**src/rtl/core/multi_slot_loop_timer_assert.svh**
```systemverilog
// Assertion macros for the multi slot loop timer.
// Included by files that carry concurrent checks; no other dependencies.
`ifndef MULTI_SLOT_LOOP_TIMER_ASSERT_SVH
`define MULTI_SLOT_LOOP_TIMER_ASSERT_SVH
`ifndef ASSERT_OFF
`define MSLT_ASSERT_IMPL(name, clk, rst, pre, post) \
  name: assert property (@(posedge clk) disable iff (rst) (pre) |-> (post)) \
    else $error("mslt check failed");
`define MSLT_ASSERT_NEXT(name, clk, rst, pre, post) \
  name: assert property (@(posedge clk) disable iff (rst) (pre) |=> (post)) \
    else $error("mslt check failed");
`else
`define MSLT_ASSERT_IMPL(name, clk, rst, pre, post)
`define MSLT_ASSERT_NEXT(name, clk, rst, pre, post)
`endif
`endif

```
**src/rtl/core/mslt_pkg.sv**
```systemverilog
// Shared constants and control types for the multi slot loop timer.
// No dependencies.
package mslt_pkg;

  localparam int SLOT_COUNT_DEF = 16;
  localparam int TIME_BITS_DEF  = 32;

  localparam int PERIOD_W  = 32;
  localparam int LOOP_W    = 16;
  localparam int TICK_W    = 16;
  localparam int KIND_W    = 3;
  localparam int SLOT_ID_W = 4;

  localparam logic [KIND_W-1:0] KIND_SET_OK = 3'd0;
  localparam logic [KIND_W-1:0] KIND_FULL   = 3'd1;
  localparam logic [KIND_W-1:0] KIND_RELOAD = 3'd2;
  localparam logic [KIND_W-1:0] KIND_FINISH = 3'd3;
  localparam logic [KIND_W-1:0] KIND_DONE   = 3'd4;

  typedef struct packed {
    logic              capture;
    logic              tick_add;
    logic              rd_en;
    logic              set_wr;
    logic              fire_wr;
    logic              emit;
    logic [KIND_W-1:0] kind;
    logic              last;
    logic              zero_slot;
  } cmd_t;

  typedef struct packed {
    logic slot_free;
    logic fire;
    logic finish;
    logic out_free;
  } status_t;

endpackage

```
**src/rtl/core/mslt_if.sv**
```systemverilog
// Request and result channel interfaces (valid/ready) of the timer.
// Depends on mslt_pkg for field widths.
interface mslt_req_if;
  logic                           valid;
  logic                           ready;
  logic                           req_type;
  logic [mslt_pkg::PERIOD_W-1:0]  period;
  logic [mslt_pkg::LOOP_W-1:0]    loop_total;
  logic [mslt_pkg::PERIOD_W-1:0]  first_wait;
  logic                           use_first_wait;
  logic [mslt_pkg::TICK_W-1:0]    tick_amount;

  modport source (output valid, req_type, period, loop_total, first_wait, use_first_wait,
                  tick_amount, input ready);
  modport sink (input valid, req_type, period, loop_total, first_wait, use_first_wait,
                tick_amount, output ready);
endinterface

interface mslt_res_if;
  logic                            valid;
  logic                            ready;
  logic [mslt_pkg::KIND_W-1:0]     res_kind;
  logic [mslt_pkg::SLOT_ID_W-1:0]  slot_id;
  logic                            last_result;

  modport source (output valid, res_kind, slot_id, last_result, input ready);
  modport sink (input valid, res_kind, slot_id, last_result, output ready);
endinterface

```
**src/rtl/core/mslt_datapath.sv**
```systemverilog
// Datapath: time counter, slot valid bits, slot record memory, fire
// evaluation and the result output register. Depends on mslt_pkg.
module mslt_datapath #(
  parameter int SLOT_COUNT = mslt_pkg::SLOT_COUNT_DEF,
  parameter int TIME_BITS  = mslt_pkg::TIME_BITS_DEF,
  localparam int SLOT_W    = (SLOT_COUNT > 1) ? $clog2(SLOT_COUNT) : 1
) (
  input  logic                           clk,
  input  logic                           rst,
  input  mslt_pkg::cmd_t                 cmd,
  input  logic [SLOT_W-1:0]              idx,
  input  logic [SLOT_W-1:0]              rd_addr,
  input  logic [mslt_pkg::PERIOD_W-1:0]  period,
  input  logic [mslt_pkg::LOOP_W-1:0]    loop_total,
  input  logic [mslt_pkg::PERIOD_W-1:0]  first_wait,
  input  logic                           use_first_wait,
  input  logic [mslt_pkg::TICK_W-1:0]    tick_amount,
  input  logic                           res_ready,
  output logic                           res_valid,
  output logic [mslt_pkg::KIND_W-1:0]    res_kind,
  output logic [mslt_pkg::SLOT_ID_W-1:0] res_slot,
  output logic                           res_last,
  output mslt_pkg::status_t              st
);

  localparam int CMP_W = (TIME_BITS > mslt_pkg::PERIOD_W) ? TIME_BITS : mslt_pkg::PERIOD_W;
  localparam int SUM_W = (TIME_BITS > mslt_pkg::TICK_W) ? TIME_BITS : mslt_pkg::TICK_W;

  logic [TIME_BITS-1:0] now_time;
  logic [SLOT_COUNT-1:0] slot_valid;

  logic [mslt_pkg::PERIOD_W-1:0] req_period;
  logic [mslt_pkg::LOOP_W-1:0]   req_loops;
  logic [mslt_pkg::PERIOD_W-1:0] req_first_wait;
  logic                          req_use_fw;

  logic [TIME_BITS-1:0]          mem_start      [SLOT_COUNT];
  logic [mslt_pkg::PERIOD_W-1:0] mem_period     [SLOT_COUNT];
  logic [mslt_pkg::PERIOD_W-1:0] mem_first_wait [SLOT_COUNT];
  logic                          mem_pending    [SLOT_COUNT];
  logic [mslt_pkg::LOOP_W-1:0]   mem_loops      [SLOT_COUNT];
  logic                          mem_forever    [SLOT_COUNT];

  logic [TIME_BITS-1:0]          rd_start;
  logic [mslt_pkg::PERIOD_W-1:0] rd_period;
  logic [mslt_pkg::PERIOD_W-1:0] rd_first_wait;
  logic                          rd_pending;
  logic [mslt_pkg::LOOP_W-1:0]   rd_loops;
  logic                          rd_forever;

  logic [SUM_W-1:0]              time_sum;
  logic [TIME_BITS-1:0]          elapsed;
  logic [mslt_pkg::PERIOD_W-1:0] cur_wait;

  assign time_sum = SUM_W'(now_time) + SUM_W'(tick_amount);
  assign elapsed  = now_time - rd_start;
  assign cur_wait = rd_pending ? rd_first_wait : rd_period;

  assign st.slot_free = !slot_valid[idx];
  assign st.fire      = slot_valid[idx] && (CMP_W'(elapsed) >= CMP_W'(cur_wait));
  assign st.finish    = !rd_forever && (rd_loops == mslt_pkg::LOOP_W'(1));
  assign st.out_free  = !res_valid || res_ready;

  always_ff @(posedge clk) begin
    if (rst) begin
      now_time <= '0;
    end else if (cmd.tick_add) begin
      now_time <= time_sum[TIME_BITS-1:0];
    end
  end

  always_ff @(posedge clk) begin
    if (cmd.capture) begin
      req_period     <= period;
      req_loops      <= loop_total;
      req_first_wait <= first_wait;
      req_use_fw     <= use_first_wait;
    end
  end

  always_ff @(posedge clk) begin
    if (rst) begin
      slot_valid <= '0;
    end else if (cmd.set_wr) begin
      slot_valid[idx] <= 1'b1;
    end else if (cmd.fire_wr && st.finish) begin
      slot_valid[idx] <= 1'b0;
    end
  end

  always_ff @(posedge clk) begin
    if (cmd.set_wr) begin
      mem_start[idx]      <= now_time;
      mem_period[idx]     <= req_period;
      mem_first_wait[idx] <= req_first_wait;
      mem_pending[idx]    <= req_use_fw;
      mem_loops[idx]      <= req_loops;
      mem_forever[idx]    <= (req_loops == '0);
    end else if (cmd.fire_wr) begin
      mem_start[idx]   <= now_time;
      mem_pending[idx] <= 1'b0;
      mem_loops[idx]   <= rd_forever ? rd_loops : rd_loops - mslt_pkg::LOOP_W'(1);
    end
    if (cmd.rd_en) begin
      rd_start      <= mem_start[rd_addr];
      rd_period     <= mem_period[rd_addr];
      rd_first_wait <= mem_first_wait[rd_addr];
      rd_pending    <= mem_pending[rd_addr];
      rd_loops      <= mem_loops[rd_addr];
      rd_forever    <= mem_forever[rd_addr];
    end
  end

  always_ff @(posedge clk) begin
    if (rst) begin
      res_valid <= 1'b0;
    end else if (cmd.emit) begin
      res_valid <= 1'b1;
    end else if (res_ready) begin
      res_valid <= 1'b0;
    end
  end

  always_ff @(posedge clk) begin
    if (cmd.emit) begin
      res_kind <= cmd.kind;
      res_slot <= cmd.zero_slot ? '0 : mslt_pkg::SLOT_ID_W'(idx);
      res_last <= cmd.last;
    end
  end

endmodule

```
**src/rtl/core/mslt_ctrl.sv**
```systemverilog
// Controller: sequences set probes and tick scans over the slot index.
// Depends on mslt_pkg and multi_slot_loop_timer_assert.svh.
`include "multi_slot_loop_timer_assert.svh"
module mslt_ctrl #(
  parameter int SLOT_COUNT = mslt_pkg::SLOT_COUNT_DEF,
  localparam int SLOT_W    = (SLOT_COUNT > 1) ? $clog2(SLOT_COUNT) : 1
) (
  input  logic              clk,
  input  logic              rst,
  input  logic              in_valid,
  input  logic              in_tick,
  output logic              in_ready,
  input  mslt_pkg::status_t st,
  output mslt_pkg::cmd_t    cmd,
  output logic [SLOT_W-1:0] idx,
  output logic [SLOT_W-1:0] rd_addr
);

  localparam logic [2:0] S_IDLE = 3'd0;
  localparam logic [2:0] S_SET  = 3'd1;
  localparam logic [2:0] S_RD   = 3'd2;
  localparam logic [2:0] S_EVAL = 3'd3;
  localparam logic [2:0] S_DONE = 3'd4;

  localparam logic [SLOT_W-1:0] LAST_SLOT = SLOT_W'(SLOT_COUNT - 1);

  logic [2:0]        state;
  logic [2:0]        state_next;
  logic [SLOT_W-1:0] idx_next;
  logic [SLOT_W-1:0] idx_inc;

  assign idx_inc = idx + SLOT_W'(1);

  always_comb begin
    state_next = state;
    idx_next   = idx;
    in_ready   = 1'b0;
    rd_addr    = idx;
    cmd        = '0;
    case (state)
      S_IDLE: begin
        in_ready = 1'b1;
        idx_next = '0;
        if (in_valid) begin
          if (in_tick) begin
            cmd.tick_add = 1'b1;
            state_next   = S_RD;
          end else begin
            cmd.capture = 1'b1;
            state_next  = S_SET;
          end
        end
      end
      S_SET: begin
        if (st.slot_free) begin
          if (st.out_free) begin
            cmd.set_wr = 1'b1;
            cmd.emit   = 1'b1;
            cmd.kind   = mslt_pkg::KIND_SET_OK;
            cmd.last   = 1'b1;
            state_next = S_IDLE;
          end
        end else if (idx == LAST_SLOT) begin
          if (st.out_free) begin
            cmd.emit      = 1'b1;
            cmd.kind      = mslt_pkg::KIND_FULL;
            cmd.last      = 1'b1;
            cmd.zero_slot = 1'b1;
            state_next    = S_IDLE;
          end
        end else begin
          idx_next = idx_inc;
        end
      end
      S_RD: begin
        cmd.rd_en  = 1'b1;
        state_next = S_EVAL;
      end
      S_EVAL: begin
        if (!st.fire || st.out_free) begin
          if (st.fire) begin
            cmd.fire_wr = 1'b1;
            cmd.emit    = 1'b1;
            cmd.kind    = st.finish ? mslt_pkg::KIND_FINISH : mslt_pkg::KIND_RELOAD;
          end
          if (idx == LAST_SLOT) begin
            state_next = S_DONE;
          end else begin
            idx_next  = idx_inc;
            rd_addr   = idx_inc;
            cmd.rd_en = 1'b1;
          end
        end
      end
      S_DONE: begin
        if (st.out_free) begin
          cmd.emit      = 1'b1;
          cmd.kind      = mslt_pkg::KIND_DONE;
          cmd.last      = 1'b1;
          cmd.zero_slot = 1'b1;
          state_next    = S_IDLE;
        end
      end
      default: begin
        state_next = S_IDLE;
      end
    endcase
  end

  always_ff @(posedge clk) begin
    if (rst) begin
      state <= S_IDLE;
      idx   <= '0;
    end else begin
      state <= state_next;
      idx   <= idx_next;
    end
  end

  `MSLT_ASSERT_IMPL(emit_needs_room, clk, rst, cmd.emit, st.out_free)
  `MSLT_ASSERT_IMPL(set_into_free_slot, clk, rst, cmd.set_wr, st.slot_free)
  `MSLT_ASSERT_IMPL(fire_reports, clk, rst, cmd.fire_wr, cmd.emit && !cmd.last)
  `MSLT_ASSERT_NEXT(accept_leaves_idle, clk, rst, in_valid && in_ready, state != S_IDLE)

endmodule

```
**src/rtl/core/multi_slot_loop_timer.sv**
```systemverilog
// Multi slot loop timer: SLOT_COUNT periodic timer slots on a shared TIME_BITS tick counter.
// A set request probes the valid bits one slot per cycle; a tick request scans the slot
// memory through its single read port, one slot per cycle while the result side does not
// stall. Either one waits while the result side stalls. One request is in work at a time;
// the final result sits in an output register while the next request is accepted. No
// clearing pass follows reset.
// Depends on mslt_pkg, mslt_if, mslt_ctrl and mslt_datapath.
module multi_slot_loop_timer #(
  parameter int SLOT_COUNT = mslt_pkg::SLOT_COUNT_DEF,
  parameter int TIME_BITS  = mslt_pkg::TIME_BITS_DEF
) (
  input logic       clk,
  input logic       rst,
  mslt_req_if.sink  req,
  mslt_res_if.source res
);

  localparam int SLOT_W = (SLOT_COUNT > 1) ? $clog2(SLOT_COUNT) : 1;

  mslt_pkg::cmd_t    cmd;
  mslt_pkg::status_t st;
  logic [SLOT_W-1:0] idx;
  logic [SLOT_W-1:0] rd_addr;
  logic              in_ready;

  assign req.ready = in_ready;

  mslt_ctrl #(
    .SLOT_COUNT(SLOT_COUNT)
  ) u_ctrl (
    .clk      (clk),
    .rst      (rst),
    .in_valid (req.valid),
    .in_tick  (req.req_type),
    .in_ready (in_ready),
    .st       (st),
    .cmd      (cmd),
    .idx      (idx),
    .rd_addr  (rd_addr)
  );

  mslt_datapath #(
    .SLOT_COUNT(SLOT_COUNT),
    .TIME_BITS (TIME_BITS)
  ) u_datapath (
    .clk            (clk),
    .rst            (rst),
    .cmd            (cmd),
    .idx            (idx),
    .rd_addr        (rd_addr),
    .period         (req.period),
    .loop_total     (req.loop_total),
    .first_wait     (req.first_wait),
    .use_first_wait (req.use_first_wait),
    .tick_amount    (req.tick_amount),
    .res_ready      (res.ready),
    .res_valid      (res.valid),
    .res_kind       (res.res_kind),
    .res_slot       (res.slot_id),
    .res_last       (res.last_result),
    .st             (st)
  );

endmodule

```
**src/flat_wrapper.sv**
```systemverilog
// flat-port wrapper written by rule: the top's interface ports become plain ports
module multi_slot_loop_timer_flat 
#(
  parameter int SLOT_COUNT = mslt_pkg::SLOT_COUNT_DEF,
  parameter int TIME_BITS  = mslt_pkg::TIME_BITS_DEF
)
  (clk, rst, req_valid, req_req_type, req_period, req_loop_total, req_first_wait, req_use_first_wait, req_tick_amount, req_ready, res_valid, res_res_kind, res_slot_id, res_last_result, res_ready);
  mslt_req_if req_i ();
  mslt_res_if res_i ();
  input logic clk;
  input logic rst;
  input wire logic [$bits(req_i.valid)-1:0] req_valid;
  input wire logic [$bits(req_i.req_type)-1:0] req_req_type;
  input wire logic [$bits(req_i.period)-1:0] req_period;
  input wire logic [$bits(req_i.loop_total)-1:0] req_loop_total;
  input wire logic [$bits(req_i.first_wait)-1:0] req_first_wait;
  input wire logic [$bits(req_i.use_first_wait)-1:0] req_use_first_wait;
  input wire logic [$bits(req_i.tick_amount)-1:0] req_tick_amount;
  output wire logic [$bits(req_i.ready)-1:0] req_ready;
  output wire logic [$bits(res_i.valid)-1:0] res_valid;
  output wire logic [$bits(res_i.res_kind)-1:0] res_res_kind;
  output wire logic [$bits(res_i.slot_id)-1:0] res_slot_id;
  output wire logic [$bits(res_i.last_result)-1:0] res_last_result;
  input wire logic [$bits(res_i.ready)-1:0] res_ready;
  assign req_i.valid = req_valid;
  assign req_i.req_type = req_req_type;
  assign req_i.period = req_period;
  assign req_i.loop_total = req_loop_total;
  assign req_i.first_wait = req_first_wait;
  assign req_i.use_first_wait = req_use_first_wait;
  assign req_i.tick_amount = req_tick_amount;
  assign req_ready = req_i.ready;
  assign res_valid = res_i.valid;
  assign res_res_kind = res_i.res_kind;
  assign res_slot_id = res_i.slot_id;
  assign res_last_result = res_i.last_result;
  assign res_i.ready = res_ready;
  multi_slot_loop_timer #(.SLOT_COUNT(SLOT_COUNT), .TIME_BITS(TIME_BITS)) u_core (.clk(clk), .rst(rst), .req(req_i), .res(res_i));
endmodule
```
**config.mk**
```make
export PLATFORM = sky130hd
export DESIGN_NAME = multi_slot_loop_timer_flat
export DESIGN_NICKNAME = d
export VERILOG_FILES = /design/src/rtl/core/mslt_pkg.sv /design/src/rtl/core/mslt_if.sv /design/src/rtl/core/mslt_datapath.sv /design/src/rtl/core/mslt_ctrl.sv /design/src/rtl/core/multi_slot_loop_timer.sv /design/src/flat_wrapper.sv
export VERILOG_INCLUDE_DIRS = /design/src /design/src/rtl/core
export SDC_FILE = /design/constraint.sdc
export NUM_CORES = 2
export LEC_CHECK = 0
export BUFFER_PORTS_ARGS = -buffer_cell sky130_fd_sc_hd__buf_2
export CELL_PAD_IN_SITES_DETAIL_PLACEMENT = 0
export CELL_PAD_IN_SITES_GLOBAL_PLACEMENT = 1
export CORE_ASPECT_RATIO = 0.5
export CORE_MARGIN = 3
export CORE_UTILIZATION = 55
export DETAILED_ROUTE_END_ITERATION = 10
export PLACE_DENSITY = 0.84
export SLEW_MARGIN = 20
export SYNTH_ARGS = -nofsm -noshare
export SYNTH_HDL_FRONTEND = slang
export SYNTH_SLANG_ARGS = --single-unit
```
**constraint.sdc**
```tcl
create_clock -name clk -period 9 [get_ports clk]
set_input_delay 0.9 -clock clk [delete_from_list [all_inputs] [get_ports clk]]
set_output_delay 0.9 -clock clk [all_outputs]
set_load 0.01 [all_outputs]
```
# Word level (Yosys, flattened, before mapping)
# Memory sizes are Yosys's and may differ from the RTL's. A register that Yosys moved wholly into a read port is not among the register bits.
# Cells that the tools add are included.
# op_classes
n_addsub	4
n_mul	0
n_div	0
magnitude_cmp	3
eq_ne	11
shift	0
muxes	54
bitwise_logic	6
n_reduce_logical	16
# ops
op	n
$mux W16	4
$mux W32	2
$add A32 B16 Y32	1
$ge A32 B32 Y1	1
$sub A32 B32 Y32	1
$pmux W4 S3	2
$mux W1	21
$mux W5	4
$mux W3	6
$mux W6	3
$and A16 B16 Y16	1
$eq A16 B1 Y1 const B	1
$logic_not A16 Y1	1
$mux W4	4
$not A16 Y16	1
$or A16 B16 Y16	1
$sub A16 B1 Y16 const B	1
$pmux W3 S5	1
$ne A2 B2 Y1 const B	4
$eq A3 B2 Y1 const B	2
$mux W2	3
$lt A4 B5 Y1 const B	1
$add A4 B1 Y4 const B	1
$bmux W1 S4	1
other kinds (17)	26
# word_totals
register_bits	145
latchBits	0
mem_bits_rw	1824
romBits	0
input_bits	102
word_cells	112
n_memories	6
# mem_list
memory	depth	word_bits	rd	rd_clocked_by_memory_dff	write_ports	line	source
u_core.u_datapath.mem_first_wait	16	32	1	1	1	mslt_datapath.sv:39	logic [mslt_pkg::PERIOD_W-1:0] mem_first_wait [SLOT_COUNT];
u_core.u_datapath.mem_period	16	32	1	1	1	mslt_datapath.sv:38	logic [mslt_pkg::PERIOD_W-1:0] mem_period [SLOT_COUNT];
u_core.u_datapath.mem_start	16	32	1	1	1	mslt_datapath.sv:37	logic [TIME_BITS-1:0] mem_start [SLOT_COUNT];
u_core.u_datapath.mem_loops	16	16	1	1	1	mslt_datapath.sv:41	logic [mslt_pkg::LOOP_W-1:0] mem_loops [SLOT_COUNT];
u_core.u_datapath.mem_forever	16	1	1	1	1	mslt_datapath.sv:42	logic mem_forever [SLOT_COUNT];
u_core.u_datapath.mem_pending	16	1	1	1	1	mslt_datapath.sv:40	logic mem_pending [SLOT_COUNT];

# Depth between registers and ports, before layout
# logic_depth
depth_word	11
depth_mapped	26
mapped_depth_nobuf	23

# Hierarchy
# From an unflattened synthesis, not the netlist that was laid out.
# hier_totals
cells_unflattened	3713
area_unflattened_um2	81454.4
# modules_own_cells
mod	instances	cells_each	area_per_inst_um2
mslt_datapath	1	3617	80760.0
mslt_ctrl	1	96	694.4

# Worst setup path before layout
# No wires, ideal clock.
# synth_path
path_kind	reg2reg
start	register u_core.u_datapath.now_time[0]
end	register u_core.u_datapath.rd_first_wait[0] in the netlist's numbering, read port of u_core.u_datapath.mem_first_wait, enable pin
setup_ns	0.472
t_arrival_ns	7.091
required_ns	8.528
path_slack_ns	1.437
stages_incl_launch_ff	24
path_buffers	3
synth_period_minus_slack_ns	7.563
cell_sequence	dfxtp_1 inv_1 ha_1 inv_1 fa_1 a21oi_1 o21ba_2 a31oi_1 a221o_1 a21oi_1 o311a_1 o21ai_0 nand3_1 o211ai_1 ha_1 a21oi_1 nand2_1 a221oi_1 nand3_1 o41ai_4 buf_6 buf_4 buf_4 a21o_1
# synth_rtl
item	line	source
start: declaration	mslt_datapath.sv:29	logic [TIME_BITS-1:0] now_time;
start signal: assignment	mslt_datapath.sv:68	now_time <= time_sum[TIME_BITS-1:0];
end: declaration	mslt_datapath.sv:46	logic [mslt_pkg::PERIOD_W-1:0] rd_first_wait;

# Final worst setup path
# layout_path
start	register u_core.u_datapath.now_time[0]
end	register u_core.u_datapath.rd_period[28] in the netlist's numbering, read port of u_core.u_datapath.mem_period, data pin
# layout_between
elab_chain_cells	7
elab_cells_between_ends	9
classes_between	1 x add/sub; 1 x order compare; 4 x mux; 3 x reduce/logical
# layout_rtl
item	line	source
$sub A32 B32 Y32 *	mslt_datapath.sv:56	assign elapsed = now_time - rd_start;
$ge A32 B32 Y1 *	mslt_datapath.sv:60	assign st.fire = slot_valid[idx] && (CMP_W'(elapsed) >= CMP_W'(cur_wait));
$logic_and A1 B1 Y1 *	mslt_datapath.sv:60	
$logic_not A1 Y1 *	mslt_ctrl.sv:80	if (!st.fire || st.out_free) begin
$logic_or A1 B1 Y1 *	mslt_ctrl.sv:80	
$mux W1 or $mux W4 (tied branches)	-	
$pmux W1 S2 or $mux W4 (tied branches)	mslt_ctrl.sv:40	case (state)
end: declaration	mslt_datapath.sv:45	logic [mslt_pkg::PERIOD_W-1:0] rd_period;
# Mark *: on every way between the ends. The rest lies on a longest branch, timed or not.
# A chain may end at the register's enable or synchronous reset.

==> out/metrics.cfg <==
[timing]
rsz0062_at_grt = no
clock_skew_ps = 66.24
clock.fmax_mhz = 128.3
period_minus_slack_ps = 7795
relSlewSlack = 0.1803
hold_violations = 0
period_share = 0.8661
finalSetupViolCount = 0
final-max-slew-violation-count = 0
whs_ps = 211.2
fin_tns_setup_ps = 0
worstMarginPinSlew_ps = 1230

[yosys]
syn_area_per_cell_sq_um = 15.87
post_synth_mux_area_share = 0.2260
synthArstFlopShare = 0
synth-seq-area-share = 0.6410
synth_xor_area_frac = 0.005615
yosys_warnings = 0
synth_edf_count = 2027
synthCells = 6095
yosys.area_share.simple = 0.03036
syn-cell-area_sq_um = 96710
synth_nets = 6284
synth-adder-area-share = 0.01141
synth-seq-cells = 2083
synth_top_family_by_area = multiplexers
ys.flop_type = edfxtp_1
yosysUniqueCellTypes = 64
synth-compound-area-share = 0.06421

[route]
first_pass_iters = 8
vias_per_cell = 6.803
antenna_left = 0
dr.first_iter.drc_count = 7614
wl_um = 259100
wire_per_inst_um = 30.27
drc = 0
via_count = 58220

[outcome]
status = complete, no violations

[flow_run]
maxCapViolations = 0

[worst_setup_path]
crit_cells = 23
start_kind = register
critPathMaxFanout = 21
crit_buf_inv = 3
critPathArrivalTime_ps = 8360
crit_required_ps = 9560
crit_type = reg2reg
path_delay_family = compound AO/OA/AOI/OAI gates
slowest_stage = a2bb2oi_4
cp_cell_sequence = inv_1 > ha_1 > inv_1 > fa_1 > a21oi_1 > o21ba_2 > a31oi_1 > a221o_1 > a21oi_1 > o311a_1 > o21ai_0 > o211ai_1 > ha_1 > nand4_1 > nor4_1 > o211ai_1 > a21oi_2 > o21ai_2 > o21ai_0 > a2bb2oi_4 > buf_4 > nor2_1 > a211o_1
critPathMaxStageDelay_ps = 930
worst-r2r-cell-count = 23
setup.worst_path.end_class = register

[clock_tree]
clkSlewWorstSetupHoldPaths_ps = 70
cts_setup_buffers = 0
cts-root-buf = clkbuf_16
clock_latency_ps = 860
h-tree-depth = 4
postCtsHoldBufs = 0
tritoncts = yes
cts_buffers = 188
cts_sinks = 2083
cts_max_path_buffers = 4
cts_resized = 0

[final_layout]
multi_input_area_sq_um = 32910
drive_gt1_frac = 0.1441
finish.utilization = 0.6083
final_common_cell = edfxtp_1
area_delta_synth_final_pct = 9.466
final_cell_mix = edfxtp_1, mux2i_1, mux4_2, nand2_1, o22ai_1
fill_cells = 12520
register_area_sq_um = 62000
nets = 6298

[floorplan]
io_pins = 112
fp.dieH_um = 302.5
core_area_sq_um = 174000
die_x_um = 599.0
initial_utilization = 0.5557
std_cell_rows = 108
dieArea_sq_um = 181200

[power_and_ir_drop]
power_w = 0.02177
ir_drop_v = 0.0001679
power.density_nw_per_um2 = 205.7
p_leak_nw = 32.20

[place]
dp_hpwl_um = 140600
io_buffers = 111
routabilityCongestion = 0.8730

[global_route]
grt_max_degree = 133
grt_pass1_wl_um = 378300
grt_overflow_total = 0
antenna_found_initial = 4
grt_pass1_vias = 58680
grt.total_usage = 0.2818

[hold_path]
hp-class = in2reg
hold_depth = 1

==> path summary, 6_finish.rpt <==
check / from / endpoint / slack [ps]
worst min-delay path: req_first_wait[7] / u_core.u_datapath.req_first_wait[7] / 210
worst min register to register: register / register / 490
worst max register to register: u_core.u_datapath.now_time[0] / u_core.u_datapath.rd_period[28] / 1210
worst max-delay path: u_core.u_datapath.now_time[0] / u_core.u_datapath.rd_period[28] / 1210
==> flip-flops by register name, indices dropped and copies added, names as in the netlist, 16 cells and up, named ones only <==
name                              flops
u_core.u_datapath.mem_first_wait    512
u_core.u_datapath.mem_pending        16
u_core.u_datapath.req_period         32
u_core.u_datapath.rd_first_wait      32
u_core.u_datapath.rd_loops           16
u_core.u_datapath.mem_loops         256
u_core.u_datapath.mem_start         512
u_core.u_datapath.mem_forever        16
u_core.u_datapath.rd_start           32
u_core.u_datapath.mem_period        512
u_core.u_datapath.now_time           32
u_core.u_datapath.rd_period          32
u_core.u_datapath.req_first_wait     32
u_core.u_datapath.req_loops          16
==> synthesized netlist by cell type, types with 64 or more instances <==
cell type	count	area share
o21ai_0	64	0.0033
ha_1	85	0.011
a31oi_1	125	0.0081
inv_1	71	0.0028
nor2_1	191	0.0074
mux4_2	346	0.081
edfxtp_1	2027	0.63
o22ai_1	230	0.015
o21ai_1	115	0.0060
a211o_1	116	0.011
nand2_1	330	0.013
o221ai_1	115	0.010
a21oi_1	88	0.0046
mux2i_1	1403	0.15
clkbuf_1	316	0.012
==> metal layers <==
metal	share of wire	vias to the layer above	routed length [um]	GRT usage
met5	0.000081	-	21	0
met4	0.036	4	9263	0.09789
met3	0.098	547	25490	0.05392
met2	0.47	3128	121600	0.4520
met1	0.40	30000	102700	0.3897
li1	-	24550	-	-
==> cell families after synthesis <==
family / after synthesis
compound gates: 927
xor+xnor: 62
fa+ha+maj: 87
buf+inv: 499
mux: 1751
simple gates: 686
flops: 2083
==> per-stage QoR <==
step | cells | setup slack [ps] | instance area [sq um]
after floorplan | 6095 | 1437 | 96710
after global placement | 8228 | 1753 | 100000
after detailed placement | 8228 | 1463 | 100000
after CTS | 8556 | 1411 | 105800
after global routing | 8557 | 967.0 | 105900
final | 8558 | 1205 | 105900
==> where the power goes <==
part	internal, W	leakage (nW)	total [W]	switching (W)
clock network	0.00434	2.83	0.00785	0.00351
logic	0.00101	10.7	0.00269	0.00168
registers	0.0110	18.6	0.0112	0.000261
==> layout make-up <==
cell class                 count  share of cell area
clock inverter                71            0.006205
antenna                        1          0.00002364
sequential                  2083              0.5856
inverter                      72            0.002955
timing repair buffer         251             0.01832
multi-input combinational   3513              0.3109
clock buffer                 257             0.04872
tap                         2310             0.02730
(Power assumes the default switching activity.)
